$ cat config.mk
export PLATFORM = sky130hd
export DESIGN_NAME = ugbt_div
export DESIGN_NICKNAME = d
export VERILOG_FILES = /design/src/rtl/core/ugbt_pkg.sv /design/src/rtl/core/ugbt_div.sv
export SDC_FILE = /design/constraint.sdc
export NUM_CORES = 1
export LEC_CHECK = 0
export ABC_AREA = 1
export BUFFER_PORTS_ARGS = -buffer_cell sky130_fd_sc_hd__buf_2
export CORE_UTILIZATION = 35
export DETAILED_ROUTE_END_ITERATION = 10
export GPL_ROUTABILITY_DRIVEN = 0
export HOLD_SLACK_MARGIN = 0.06
export PLACE_DENSITY = 0.52
export SLEW_MARGIN = 20
export SYNTH_ARGS = -nofsm -noshare
export SYNTH_HDL_FRONTEND = slang
export SYNTH_SLANG_ARGS = --single-unit
$ cat constraint.sdc
create_clock -name clk -period 4.4 [get_ports clk]
set_clock_uncertainty 0.2 [all_clocks]
set_input_delay 0.88 -clock clk [delete_from_list [all_inputs] [get_ports clk]]
set_output_delay 0.88 -clock clk [all_outputs]
set_load 0.005 [all_outputs]
$ cat src/rtl/core/ugbt_pkg.sv
`default_nettype none

package ugbt_pkg;

    // table geometry
    localparam int NUM_CELLS = 1024;
    localparam int CELL_W    = 10;
    localparam int SLOTS     = 32;
    localparam int SLOT_W    = 5;
    localparam int FILL_W    = 6;
    localparam int NUM_OBJ   = 256;
    localparam int OBJ_W     = 8;
    localparam int ENT_AW    = CELL_W + SLOT_W;

    // coordinate divide: non-negative 16-bit coordinates carry 15 magnitude bits
    localparam int DIV_W     = 15;
    localparam int CSIZE_W   = 12;
    localparam int GRID_W    = 6;
    localparam int LOC_W     = 2 * GRID_W;

    // operations
    localparam logic [1:0] OP_INS_POS  = 2'd0;
    localparam logic [1:0] OP_INS_CELL = 2'd1;
    localparam logic [1:0] OP_REMOVE   = 2'd2;
    localparam logic [1:0] OP_LOCATE   = 2'd3;

    // result status codes
    localparam logic [2:0] ST_OK         = 3'd0;
    localparam logic [2:0] ST_FULL       = 3'd1;
    localparam logic [2:0] ST_NOT_PLACED = 3'd2;
    localparam logic [2:0] ST_ALREADY    = 3'd3;
    localparam logic [2:0] ST_BAD_CELL   = 3'd4;

    // configuration register indexes
    localparam logic [1:0] CFG_CELL_SIZE = 2'd0;
    localparam logic [1:0] CFG_COLUMNS   = 2'd1;
    localparam logic [1:0] CFG_ROWS      = 2'd2;

    typedef struct packed {
        logic [1:0]        operation;
        logic [OBJ_W-1:0]  object_id;
        logic signed [15:0] pos_x;
        logic signed [15:0] pos_y;
        logic [CELL_W-1:0] target_cell;
    } ugbt_in_t;

    typedef struct packed {
        logic [2:0]        status;
        logic [CELL_W-1:0] cell_index;
        logic [SLOT_W-1:0] slot_index;
        logic              moved_valid;
        logic [OBJ_W-1:0]  moved_object;
        logic [SLOT_W-1:0] moved_slot;
    } ugbt_out_t;

endpackage

`default_nettype wire

$ cat src/rtl/core/ugbt_div.sv
`default_nettype none

// two restoring dividers sharing one step counter, one quotient bit per cycle
module ugbt_div (
    input  wire logic                         clk,
    input  wire logic                         rst_n,
    input  wire logic                         start,
    input  wire logic [ugbt_pkg::DIV_W-1:0]   dividend_x,
    input  wire logic [ugbt_pkg::DIV_W-1:0]   dividend_y,
    input  wire logic [ugbt_pkg::CSIZE_W-1:0] divisor,
    output logic                              done,
    output logic [ugbt_pkg::DIV_W-1:0]        quot_x,
    output logic [ugbt_pkg::DIV_W-1:0]        quot_y
);
    import ugbt_pkg::*;

    localparam logic [3:0] LAST_STEP = 4'(DIV_W - 1);

    logic               run_reg, run_next;
    logic               done_reg, done_next;
    logic [3:0]         cnt_reg, cnt_next;
    logic [DIV_W-1:0]   qx_reg, qx_next, qy_reg, qy_next;
    logic [CSIZE_W-1:0] rx_reg, rx_next, ry_reg, ry_next, d_reg, d_next;
    logic [CSIZE_W:0]   trial_x, trial_y, diff_x, diff_y;
    logic               ge_x, ge_y;

    always_comb
    begin
        trial_x = {rx_reg, qx_reg[DIV_W-1]};
        trial_y = {ry_reg, qy_reg[DIV_W-1]};
        ge_x    = trial_x >= {1'b0, d_reg};
        ge_y    = trial_y >= {1'b0, d_reg};
        diff_x  = trial_x - {1'b0, d_reg};
        diff_y  = trial_y - {1'b0, d_reg};

        run_next  = run_reg;
        cnt_next  = cnt_reg;
        done_next = 1'b0;
        qx_next   = qx_reg;
        qy_next   = qy_reg;
        rx_next   = rx_reg;
        ry_next   = ry_reg;
        d_next    = d_reg;

        if (start)
        begin
            run_next = 1'b1;
            cnt_next = '0;
            qx_next  = dividend_x;
            qy_next  = dividend_y;
            rx_next  = '0;
            ry_next  = '0;
            d_next   = divisor;
        end
        else if (run_reg)
        begin
            rx_next  = ge_x ? diff_x[CSIZE_W-1:0] : trial_x[CSIZE_W-1:0];
            ry_next  = ge_y ? diff_y[CSIZE_W-1:0] : trial_y[CSIZE_W-1:0];
            qx_next  = {qx_reg[DIV_W-2:0], ge_x};
            qy_next  = {qy_reg[DIV_W-2:0], ge_y};
            cnt_next = cnt_reg + 4'd1;
            if (cnt_reg == LAST_STEP)
            begin
                run_next  = 1'b0;
                done_next = 1'b1;
            end
        end
    end

    always_ff @(posedge clk or negedge rst_n)
    begin
        if (!rst_n)
        begin
            run_reg  <= 1'b0;
            done_reg <= 1'b0;
            cnt_reg  <= '0;
        end
        else
        begin
            run_reg  <= run_next;
            done_reg <= done_next;
            cnt_reg  <= cnt_next;
        end
    end

    always_ff @(posedge clk)
    begin
        qx_reg <= qx_next;
        qy_reg <= qy_next;
        rx_reg <= rx_next;
        ry_reg <= ry_next;
        d_reg  <= d_next;
    end

    assign done   = done_reg;
    assign quot_x = qx_reg;
    assign quot_y = qy_reg;

endmodule

`default_nettype wire

Yosys cells after proc, flatten, opt, wreduce, memory -nomap -nowiden

Index checks and enable logic that the tools add are counted.
Widths: inputs -> output; s select.

Register bits: 72
Input port bits: 45

Mux-type cells: 14
Equal/unequal tests: 1
Magnitude comparators: 2
Reductions and logical operators: 1
Add/sub/neg operators: 3

Operators with widths:

| operator            | count |
|---|---|
| $mux 15             | 4 |
| $ge 13x12->1        | 2 |
| $mux 12             | 2 |
| $sub 12x12->12      | 2 |
| $mux 4              | 2 |
| $mux 1              | 6 |
| $add 4x1->4 const B | 1 |
| $eq 4x4->1 const B  | 1 |
| $reduce_bool 2->1   | 1 |

Depth between registers and ports, before layout

Gate-level depths: netlist (run 1).

Depth in word-level cells: 4
Gate-level depth with buffers: 12
Depth with buffers taken out: 12

Worst setup path before layout (run 1)

Ideal clock, no wire load.

Path kind: input -> register
Start: in start
End: reg qx_reg[0] (netlist: quot_x[0]), enable pin
Setup slack: 1.715 ns
Arrival: 2.100 ns
Buffers on the path: 2
Stages: 4
Path through: clkbuf_1 -> nor2_1 -> clkbuf_1 -> inv_1

Cells in the longest elaborated chain, start to end: 1

Ends and longest elaborated chain:

| item                        | line           | RTL |
|---|---|---|
| start, declared             | ugbt_div.sv:7  | `input wire logic start,` |
| $reduce_bool 2->1 (no line) | n/a            |  |
| end signal, assigned        | ugbt_div.sv:88 | `qx_reg <= qx_next;` |
| end, declared               | ugbt_div.sv:22 | `logic [DIV_W-1:0] qx_reg, qx_next, qy_reg, qy_next;` |

Every way passes these cells.
A chain may end at the register's enable or synchronous reset.

Worst setup path in the final report (run 1)

Start: reg d_reg[7]
End: reg qx_reg[0] (netlist: quot_x[0]), data pin

Cells in the longest elaborated chain, start to end: 3

Ends and longest elaborated chain:

| item                   | line           | RTL |
|---|---|---|
| start, declared        | ugbt_div.sv:23 | `logic [CSIZE_W-1:0] rx_reg, rx_next, ry_reg, ry_next, d_reg, d_next;` |
| start signal, assigned | ugbt_div.sv:92 | `d_reg <= d_next;` |
| $ge 13x12->1           | ugbt_div.sv:31 | `ge_x = trial_x >= {1'b0, d_reg};` |
| $mux 15                | ugbt_div.sv:55 | `else if (run_reg)` |
| $mux 15                | ugbt_div.sv:45 | `if (start)` |
| named net qx_next[0]   | ugbt_div.sv:22 |  |

The timed path passes the listed nets, and every way through them passes these cells. The select of a mux whose other input is x is not followed.

==> results by group, run 1 <==
Floorplan
  – Initial Util: 36.1%
  – Die Wd: around 120 um
  – Io pins: 76
  – Total core area: ~0.013 mm2
  – Die ar.: approximately 0.014 mm2
  – Vert. Die Dim: around 120 um
  – Row cnt: 41

Power
  – Cell leakage power: 2.86 nW
  – Power Density: 532 mW/mm2
  – Tot Pwr: roughly 2.9 mW
  – Peak VDD IR: roughly 0.27 mV

Logic synthesis
  – Asr flop ratio synth: under 10%
  – Number of synthesized register bits: 72
  – Sequential area share after synthesis: 41.2%
  – Net Count, Synth: about 700
  – Post-synth top area cell: edfxtp_1
  – Synth Instances: between 600 and 700
  – Synth unique cells: 28
  – Post-synth EDFFs: 42
  – Syn Area/Cell: ~7.3 um2
  – Dominant synthesized flop cell: edfxtp_1
  – Top-area cell type share of the netlist area: between 20% and 30%
  – Count leader, synth: nand2_1
  – Syn. warnings: 0
  – Commonest cells post-synth: nand2_1, inv_1, nand3_1
  – Synth top area cells: edfxtp_1, nand2_1, dfxtp_1, inv_1, ha_1
  – Synthesized area: ~0.0046 mm2

Clock tree
  – Htree depth: 3
  – CTS clk-pin slew, worst paths: approximately 0.060 ns
  – CTS Hold Buffers Added: 0
  – CTS tree: built
  – Post-CTS Setup Bufs: 0
  – Worst-skew pair later-pin latency: 0.33 ns
  – Clk root buf: clkbuf_16
  – TritonCTS Buffers: 9
  – Num Clock Sinks: 72
  – PostCTS Resize Cnt: 0
  – Clk buf depth: 2

Setup path
  – Req. time, crit path: ~4.3 ns
  – Crit Path Category: reg -> reg
  – Worst R2R Path Depth: 10
  – CP startpoint kind: register
  – Slowest library cell on the worst path: a21oi_2
  – FF-to-FF Start: d_reg[7]$_DFFE_PP_
  – Worst r2r dst: quot_x[0]$_DFFE_PP_
  – CP Capture Type: register
  – Worst stage delay on the critical path: approximately 0.53 ns
  – CP Cell Sequence: inv_1 -> ha_1 -> nand2_2 -> inv_1 -> nand2_1 -> nand2_1 -> a21oi_2 -> nand3_2 -> nand2_1 -> nand2_1
  – Crit path max fanout: 14
  – Worst path arrival time: roughly 2.6 ns
  – CP most frequent cell: nand2_1
  – Reg2Reg Setup Slack: roughly 1.7 ns

STA
  – Final hold violation count: 0
  – Slew @ Worst Pin: 0.969 ns
  – WHS: approximately 0.16 ns
  – Unrepaired setup endpoints after global routing: false
  – Max Clock Freq: between 300 and 400 MHz
  – Fin crit period: roughly 2.7 ns
  – Period utilisation layout: ~62%
  – Slew Viols, Final: 0
  – TNS Setup: 0 ns
  – Final setup viols: 0
  – Max transition margin: between 30% and 40%

Global routing
  – First-pass GRT wire length: around 20000 um
  – Grt ovf: 0
  – Gr usage total: approximately a fifth
  – GRT Max-Usage Layer: met2
  – Met3 usage: under 10%
  – Vias in the first global route: just under 4000
  – Met2 Track Usage GR: 28.7%
  – Met1 usage: 26.1%
  – Largest net degree at the start of global routing: 40
  – Initial antenna violation count: 0

Detailed routing
  – Post-Route WL: around 12000 um
  – Antenna viol nets, final: 0
  – Via count: ~4100
  – First drt pass iteration count: 7
  – Number of remaining DRC errors: 0
  – Wire per inst: approximately 13 um
  – Vias per Instance: roughly 4.7
  – 1st-iter DRT viols: 247

Cells and area
  – Diode count: 0
  – Nets: around 770
  – Synthesis-to-layout area growth: 17.9%
  – Post-Layout Cell Count: around 880
  – Layout cells sized above 1: 16.5%
  – Final Util: between 40% and 50%

Placed design
  – Post-DP HPWL: 8680 um
  – Post-Place Cells: 861
  – Port bufs: 75

Outcome
  – Status: complete, no violations

Flow run
  – Max Cap Viol: 0

Hold path
  – Worst Hold Class: in -> async
==> critical path, delay by kind of cell, from the launching register on <==
family,cells,cell delay [ns]
AOI/OAI and AO/OA,1,0.53
adders and majority gates,1,0.29
buffers and inverters,2,0.14
DFF,1,0.37
and+or+nand+nor,6,0.95
==> cells by family (layout without fill, tap and decap cells) <==
group / count (synthesis) / after routing / synth area share (%)
simple gates: 389 / 389 / 37.0
fa+ha+maj: 28 / 28 / 7.95
xor+xnor: 10 / 10 / 1.91
compound gates: 19 / 19 / 2.40
flops: 72 / 72 / 41.2
buf+inv: 111 / 187 / 9.61
==> stage by stage <==
stage          cell area [um2]  worst slack, ns
5_1_grt                   5420             1.43
3_3_place_gp              5120             1.74
6_report                  5420             1.67
2_1_floorplan             4600             1.72
3_5_place_dp              5120             1.68
4_1_cts                   5420             1.65
==> cell type report <==
class | instances | area (um2)
well taps | 172 | 215
inverters | 92 | 345
clock inverters | 5 | 57.6
multi-input cells | 446 | 2260
clock buffers | 11 | 243
flip-flops and latches | 72 | 1890
repair buffers | 79 | 405
fillers | 1372 | 7300
==> worst max-delay path by stage <==
stage | startpoint | end | slack, ns | cells past startpoint
5_1_grt | d_reg[7]$_DFFE_PP_ | quot_y[0]$_DFFE_PP_ | 1.43 | 10
3_3_place_gp | d_reg[8]$_DFFE_PP_ | quot_x[0]$_DFFE_PP_ | 1.74 | 10
3_5_place_dp | d_reg[8]$_DFFE_PP_ | quot_x[0]$_DFFE_PP_ | 1.68 | 10
4_1_cts | d_reg[7]$_DFFE_PP_ | quot_x[0]$_DFFE_PP_ | 1.65 | 10
2_1_floorplan | start | quot_x[0]$_DFFE_PP_ | 1.72 | 4
6_report | d_reg[7]$_DFFE_PP_ | quot_x[0]$_DFFE_PP_ | 1.67 | 10
==> report_power, final <==
group	internal, mW	switching (mW)
sequential	0.846	0.0940
combinational	0.450	0.749
clock	0.455	0.290
==> per-layer routing <==
| layer | vias to the layer above | part of all wire (%) |
|---|---|---|
| met5 | - | 0 |
| met4 | 0 | 1.2 |
| met3 | 11 | 6.1 |
| met2 | 132 | 43 |
| met1 | 1807 | 50 |
| li1 | 2140 | - |
==> placed cells by master (no fill, tap or decap), types with 2 or more instances in the layout <==
| cell | netlist | final |
|---|---|---|
| nand2_1 | 260 | 260 |
| inv_1 | 90 | 89 |
| buf_2 | 8 | 75 |
| nand3_1 | 47 | 47 |
| edfxtp_1 | 42 | 42 |
| nand4_1 | 28 | 28 |
| nor2_1 | 27 | 27 |
| ha_1 | 26 | 26 |
| dfxtp_1 | 24 | 24 |
| nand3_2 | 10 | 10 |
| a21oi_1 | 9 | 9 |
| clkbuf_16 | 0 | 9 |
| xnor2_1 | 8 | 8 |
| nor3_1 | 6 | 6 |
| dfrtp_1 | 6 | 6 |
| o21ai_0 | 5 | 5 |
| nand2_2 | 4 | 4 |
| buf_4 | 0 | 4 |
| a21oi_2 | 2 | 2 |
| nor2_2 | 2 | 2 |
| nor2_4 | 2 | 2 |
| inv_2 | 2 | 2 |
| nand3b_1 | 2 | 2 |
| a21boi_0 | 2 | 2 |
| xor2_1 | 2 | 2 |
| fa_1 | 2 | 2 |
| clkinv_2 | 0 | 2 |
| clkinv_4 | 0 | 2 |
Note: power is estimated with default switching activity, not from simulation.
==> run 2: changes to the inputs <==
--- a/config.mk
+++ b/config.mk
@@ -5,13 +5,13 @@
 export SDC_FILE = /design/constraint.sdc
 export NUM_CORES = 1
 export LEC_CHECK = 0
-export ABC_AREA = 1
+export ABC_AREA = 0
 export BUFFER_PORTS_ARGS = -buffer_cell sky130_fd_sc_hd__buf_2
 export CORE_UTILIZATION = 35
 export DETAILED_ROUTE_END_ITERATION = 10
 export GPL_ROUTABILITY_DRIVEN = 0
 export HOLD_SLACK_MARGIN = 0.06
-export PLACE_DENSITY = 0.52
+export PLACE_DENSITY = 0.53
 export SLEW_MARGIN = 20
 export SYNTH_ARGS = -nofsm -noshare
 export SYNTH_HDL_FRONTEND = slang
==> constraint.sdc (replaced) <==
create_clock -name clk -period 2.7 [get_ports clk]
set_clock_uncertainty 0.2 [all_clocks]
set_input_delay 0.54 -clock clk [delete_from_list [all_inputs] [get_ports clk]]
set_output_delay 0.54 -clock clk [all_outputs]
set_load 0.005 [all_outputs]
==> run 2 against run 1 <==
  * Non-clock buffer count is 12 higher
  * Hold slack better by 0.022 ns
  * Maximum frequency is 9.8% higher
  * Worst setup slack worse by 1.5 ns
  * Highest routed layer is now met5
==> results by group, run 2 <==
Outcome
  – Status: complete, no violations

Setup path
  – Worst r2r dst: quot_x[0]$_DFFE_PP_
  – Reg2Reg Setup Slack: 0.21 ns
  – CP startpoint kind: register
  – Worst R2R Path Depth: 9
  – Worst path arrival time: 2.36 ns
  – CP Capture Type: register
  – Req. time, crit path: approximately 2.6 ns
  – Crit Path Category: reg -> reg
  – Crit path max fanout: 9
  – FF-to-FF Start: d_reg[10]$_DFFE_PP_

Logic synthesis
  – Post-synth top area cell: edfxtp_1
  – Syn Area/Cell: 11.1 um2
  – Number of synthesized register bits: 72
  – Asr flop ratio synth: between 8 and 9%
  – Post-synth EDFFs: 42
  – Top-area cell type share of the netlist area: between 30% and 40%
  – Synth Instances: ~360
  – Sequential area share after synthesis: a little under half
  – Dominant synthesized flop cell: edfxtp_1
  – Count leader, synth: edfxtp_1
  – Synth top area cells: edfxtp_1, dfxtp_1, mux2_2, ha_1, dfrtp_1
  – Net Count, Synth: approximately 440
  – Syn. warnings: 0
  – Synthesized area: between 0.004 and 0.005 mm2
  – Commonest cells post-synth: edfxtp_1, mux2_2, ha_1
  – Synth unique cells: 53

Cells and area
  – Commonest non-fill, non-tap cell in the layout: buf_2
  – Commonest cells after routing, fill and taps aside: buf_2, edfxtp_1, mux2_2
  – Layout cells sized above 1: 31.0%
  – Diode count: 0
  – Nets: around 520
  – Synthesis-to-layout area growth: 22.1%

Detailed routing
  – 1st-iter DRT viols: 125
  – Vias per Instance: 5.20
  – Via count: 3092
  – Post-Route WL: roughly 9300 um
  – Number of remaining DRC errors: 0
  – Antenna viol nets, final: 0
  – First drt pass iteration count: 4
  – Wire per inst: 15.6 um

Hold path
  – Worst Hold Class: in -> reg
  – Hold Path Sink: d_reg[5]$_DFFE_PP_
  – Hold Path Depth: 1
  – Hold Path Origin: divisor[5]

Clock tree
  – Clk root buf: clkbuf_16
  – Htree depth: 3
  – TritonCTS Buffers: 9
  – CTS tree: built
  – CTS clk-pin slew, worst paths: 0.06 ns
  – Num Clock Sinks: between 70 and 80
  – Clk buf depth: 2
  – Worst-skew pair later-pin latency: 0.33 ns

Placed design
  – Post-DP HPWL: between 6000 and 7000 um
  – Port bufs: 75

STA
  – Slew Viols, Final: 0
  – Max transition margin: 63.8%
  – Final setup viols: 0
  – Period utilisation layout: 92.1%
  – Max Clock Freq: about 400 MHz
  – Final hold violation count: 0
  – TNS Setup: 0 ns
  – Fin crit period: around 2.5 ns
  – Unrepaired setup endpoints after global routing: false
  – Slew @ Worst Pin: around 0.53 ns

Power
  – Power Density: 939 mW/mm2
  – Cell leakage power: 2.16 nW
  – Peak VDD IR: 0.409 mV
  – Tot Pwr: between 4 and 5 mW

Global routing
  – First-pass GRT wire length: about 15000 um
  – Vias in the first global route: between 3000 and 4000
  – Largest net degree at the start of global routing: 35
  – Gr usage total: between 15 and 20%
  – Initial antenna violation count: 1
  – Grt ovf: 0

Floorplan
  – Die ar.: roughly 0.012 mm2
  – Io pins: between 70 and 80
  – Initial Util: a little over a third
  – Die Wd: roughly 110 um
  – Total core area: roughly 0.011 mm2
  – Vert. Die Dim: approximately 110 um
  – Row cnt: 38

Flow run
  – Max Cap Viol: 0
[run 2: cell count changes after synthesis, sizes merged, moves of 9 or more]
cell,previous run,this run
nor2,31,21
inv,92,21
mux2,0,30
o311ai,0,9
nand2,264,21
nand3,57,11
nand4,28,3
mux2i,0,9
o21ai,5,18
[run 2: metal layers]
metal / track usage (%) / vias to the layer above / part of all wire [%]
met5: 0 / - / 0.086
met4: 6.00 / 2 / 1.3
met3: 5.39 / 11 / 5.6
met2: 26.8 / 81 / 46
met1: 21.9 / 1458 / 47
li1: - / 1540 / -
[run 2: power by group]
group	total, mW	internal (mW)	leakage (nW)	switching [mW]
registers	1.59	1.41	0.710	0.181
logic	1.81	0.868	1.30	0.944
clock network	1.24	0.805	0.148	0.434
total	4.65	3.09	2.16	1.56
[run 2: per-stage QoR]
stage | utilization, % | setup slack (ns) | hold WS (ns) | instance area (um2) | cells
5_1_grt | 44.6 | 0.00573 | 0.164 | 4940 | 595
2_1_floorplan | - | 0.276 | 0.0444 | 4050 | 364
3_5_place_dp | 41.8 | 0.169 | 0.181 | 4630 | 578
3_3_place_gp | 41.8 | 0.231 | 0.175 | 4630 | 578
4_1_cts | 44.6 | 0.164 | 0.169 | 4940 | 595
6_report | 44.6 | 0.213 | 0.182 | 4940 | 595
[run 2: how the worst max path moves through the flow]
stage                     cells past startpoint  slack, ns                  from                      to
after CTS                                     7       0.16    d_reg[6]$_DFFE_PP_     quot_y[0]$_DFFE_PP_
final                                         9       0.21   d_reg[10]$_DFFE_PP_     quot_x[0]$_DFFE_PP_
after global placement                        7       0.23    d_reg[1]$_DFFE_PP_     quot_y[0]$_DFFE_PP_
after floorplan                              10       0.28   d_reg[10]$_DFFE_PP_     quot_x[0]$_DFFE_PP_
after global routing                          9      0.006  quot_y[14]$_DFFE_PP_  ry_reg[8]$_SDFFE_PP0P_
after detailed placement                      7       0.17    d_reg[1]$_DFFE_PP_     quot_y[0]$_DFFE_PP_
[run 2: area by class of cell]
class	count	area, um2
well taps	140	175
multi-input cells	255	1990
repair buffers	91	498
clock buffers	12	236
fillers	1068	6130
clock inverters	4	68.8
inverters	21	81.3
flip-flops and latches	72	1890
[run 2: logic make-up after synthesis]
| group | share of synthesized area (%) |
|---|---|
| xor gates and xnor gates | 4.33 |
| and+or+nand+nor | 9.79 |
| AOI/OAI and AO/OA | 15.4 |
| DFF | 46.7 |
| adders and majority gates | 9.02 |
| buffers and inverters | 4.14 |
| muxes | 10.6 |
[run 2: critical path, stage by stage, from the launching register on]
cell and delay (ns):
edfxtp_1 0.37, inv_1 0.10, ha_1 0.30, a21o_1 0.19
a211o_1 0.29, a41oi_1 0.16, o31a_1 0.18, buf_4 0.18
inv_4 0.04, mux2_2 0.25
[run 2: timing repair]
item,in CTS,in global routing
hold buffers,1,0
buffers inserted,0,0
resized for setup,0,1
hold endpoints to repair,6,0
setup endpoints to repair,0,1
==> run 3: changes to the inputs <==
--- a/config.mk
+++ b/config.mk
@@ -10,8 +10,10 @@
 export CORE_UTILIZATION = 35
 export DETAILED_ROUTE_END_ITERATION = 10
 export GPL_ROUTABILITY_DRIVEN = 0
+export GPL_TIMING_DRIVEN = 0
 export HOLD_SLACK_MARGIN = 0.06
 export PLACE_DENSITY = 0.53
+export SKIP_LAST_GASP = 1
 export SLEW_MARGIN = 20
 export SYNTH_ARGS = -nofsm -noshare
 export SYNTH_HDL_FRONTEND = slang
==> run 3 against run 2 <==
  * Final area is 0.48% lower
  * Combinational power is 9% higher
  * Die area stayed put
  * Clock power is 14% lower
  * Critical path depth is 1 higher
  * Register-to-register slack worse by 0.08 ns
  * Via count hardly changed
  * Hold slack worse by 0.019 ns
  * Core utilization is 0.21 points lower
  * Non-clock buffer count is 3 higher
  * Sequential cell count stayed put
  * Clock-buffer cell count stayed put
  * Largest power group unchanged
==> results by group, run 3 (synthesized netlist as in run 2, its figures left out) <==
Placed design
  – Port bufs: 75
  – Post-DP HPWL: 7000 um
  – Placed cell areas: 0.00460 mm2

Cells and area
  – Synthesis-to-layout area growth: 21.5%
  – Design Area, Final: roughly 0.0049 mm2
  – Register area: around 0.0019 mm2
  – Nets: roughly 530
  – Filler Cell Count: approximately 1100
  – Diode count: 0
  – Footprint of the multi-input gates: 0.00203 mm2
  – Commonest non-fill, non-tap cell in the layout: buf_2
  – Commonest cells after routing, fill and taps aside: buf_2, edfxtp_1, mux2_2
  – Layout cells sized above 1: between 30% and 40%

Flow run
  – Max Cap Viol: 0

STA
  – Final setup viols: 0
  – Max transition margin: between 50% and 60%
  – Unrepaired setup endpoints after global routing: false
  – Final hold violation count: 0
  – Slew @ Worst Pin: roughly 0.62 ns
  – Slew Viols, Final: 0
  – Max Clock Freq: between 300 and 400 MHz
  – Fin crit period: between 2 and 3 ns
  – Period utilisation layout: 95.2%

Clock tree
  – CTS clk-pin slew, worst paths: around 0.06 ns
  – Num Clock Sinks: 72
  – Htree depth: 3
  – CTS tree: built
  – Clk buf depth: 2
  – TritonCTS Buffers: 9
  – Worst-skew pair later-pin latency: around 0.35 ns
  – Clk root buf: clkbuf_16

Detailed routing
  – Vias per Instance: just over 5
  – Antenna viol nets, final: 0
  – Number of remaining DRC errors: 0
  – Wire per inst: ~16 um
  – 1st-iter DRT viols: between 100 and 150
  – First drt pass iteration count: 4
  – Via count: slightly above 3000
  – Post-Route WL: 9540 um

Setup path
  – Slowest library cell on the worst path: edfxtp_1
  – Crit Path Category: reg -> reg
  – CP startpoint kind: register
  – Crit path max fanout: 10
  – Worst path arrival time: about 2.5 ns
  – CP Cell Sequence: inv_1 -> ha_1 -> a211oi_2 -> o21bai_1 -> a41oi_1 -> o31a_1 -> buf_6 -> buf_12 -> inv_4 -> mux2_2
  – Worst stage delay on the critical path: between 0.3 and 0.4 ns
  – Req. time, crit path: roughly 2.6 ns
  – CP Capture Type: register

Floorplan
  – Total core area: 0.0111 mm2
  – Row cnt: 38
  – Io pins: 76
  – Initial Util: approximately 37%
  – Vert. Die Dim: ~110 um
  – Die ar.: 0.0120 mm2
  – Die Wd: approximately 110 um

Power
  – Peak VDD IR: ~0.4 mV
  – Tot Pwr: roughly 4.6 mW
  – Cell leakage power: roughly 2.1 nW
  – Power Density: around 940 mW/mm2

Hold path
  – Worst Hold Class: in -> reg

Global routing
  – Initial antenna violation count: 0
  – Largest net degree at the start of global routing: 31
  – Gr usage total: ~17%
  – Vias in the first global route: between 3000 and 4000
  – Grt ovf: 0
  – First-pass GRT wire length: roughly 15000 um

Outcome
  – Status: complete, no violations
[run 3: worst max-delay path, delay by kind of cell (launching register included)]
| kind | cells | cell delay (ns) |
|---|---|---|
| DFF | 1 | 0.36 |
| buffers and inverters | 4 | 0.39 |
| muxes | 1 | 0.26 |
| AOI/OAI and AO/OA | 4 | 0.83 |
| adders and majority gates | 1 | 0.29 |
[run 3: cell type report]
cell class / count / share of cell area (%)
buffer: 16 / 1.75
clock buffer: 12 / 4.81
clock inverter: 4 / 0.432
inverter: 21 / 1.70
multi-input combinational: 255 / 41.2
sequential: 72 / 38.4
tap: 140 / 3.56
timing repair buffer: 78 / 8.14
[run 3: worst paths after layout]
kind / start / cells after the start / end / slack (ns)
max: d_reg[6]$_DFFE_PP_ / 10 / quot_x[0]$_DFFE_PP_ / 0.13
min: divisor[5] / 1 / d_reg[5]$_DFFE_PP_ / 0.16
max reg2reg: d_reg[6]$_DFFE_PP_ / 10 / quot_x[0]$_DFFE_PP_ / 0.13
min reg2reg: rx_reg[11]$_SDFFE_PP0P_ / 2 / rx_reg[11]$_SDFFE_PP0P_ / 0.29
max in group asynchronous: rst_n / 2 / cnt_reg[1]$_DFFE_PN0P_ / 1.81
min in group asynchronous: rst_n / 2 / cnt_reg[2]$_DFFE_PN0P_ / 0.35
[run 3: timing repair]
item | in CTS | in global routing
hold endpoints to repair | 6 | 0
resized for setup | 1 | 9
cloned | 0 | 0
pin swaps | 0 | 1
hold buffers | 1 | 0
setup endpoints to repair | 1 | 41
setup buffers | 0 | 2
[run 3: per-layer routing]
| layer | wire, um | part of all wire [%] | track usage [%] |
|---|---|---|---|
| met1 | 4550 | 48 | 21.4 |
| met2 | 4400 | 46 | 28.7 |
| met3 | 488 | 5.1 | 6.58 |
| met4 | 102 | 1.1 | 4.86 |
| met5 | 0 | 0 | 0 |
[run 3: where the power goes]
group          internal (mW)  switching, mW  leakage [nW]
Combinational          0.954           1.02          1.28
Clock                  0.616          0.451         0.124
Sequential              1.41          0.166         0.710
Total                   2.98           1.63          2.11
[run 3: per-stage QoR]
stage	hold WS, ns	TNS, ns	cells	setup slack (ns)	util [%]
after global placement	0.168	-19.29	579	-0.645	41.5
after CTS	0.154	0	596	0.0378	44.1
after detailed placement	0.169	-7.79	579	-0.262	41.5
after global routing	0.153	0	598	0.0129	44.4
after floorplan	0.0444	0	364	0.276	-
final	0.163	0	598	0.130	44.4
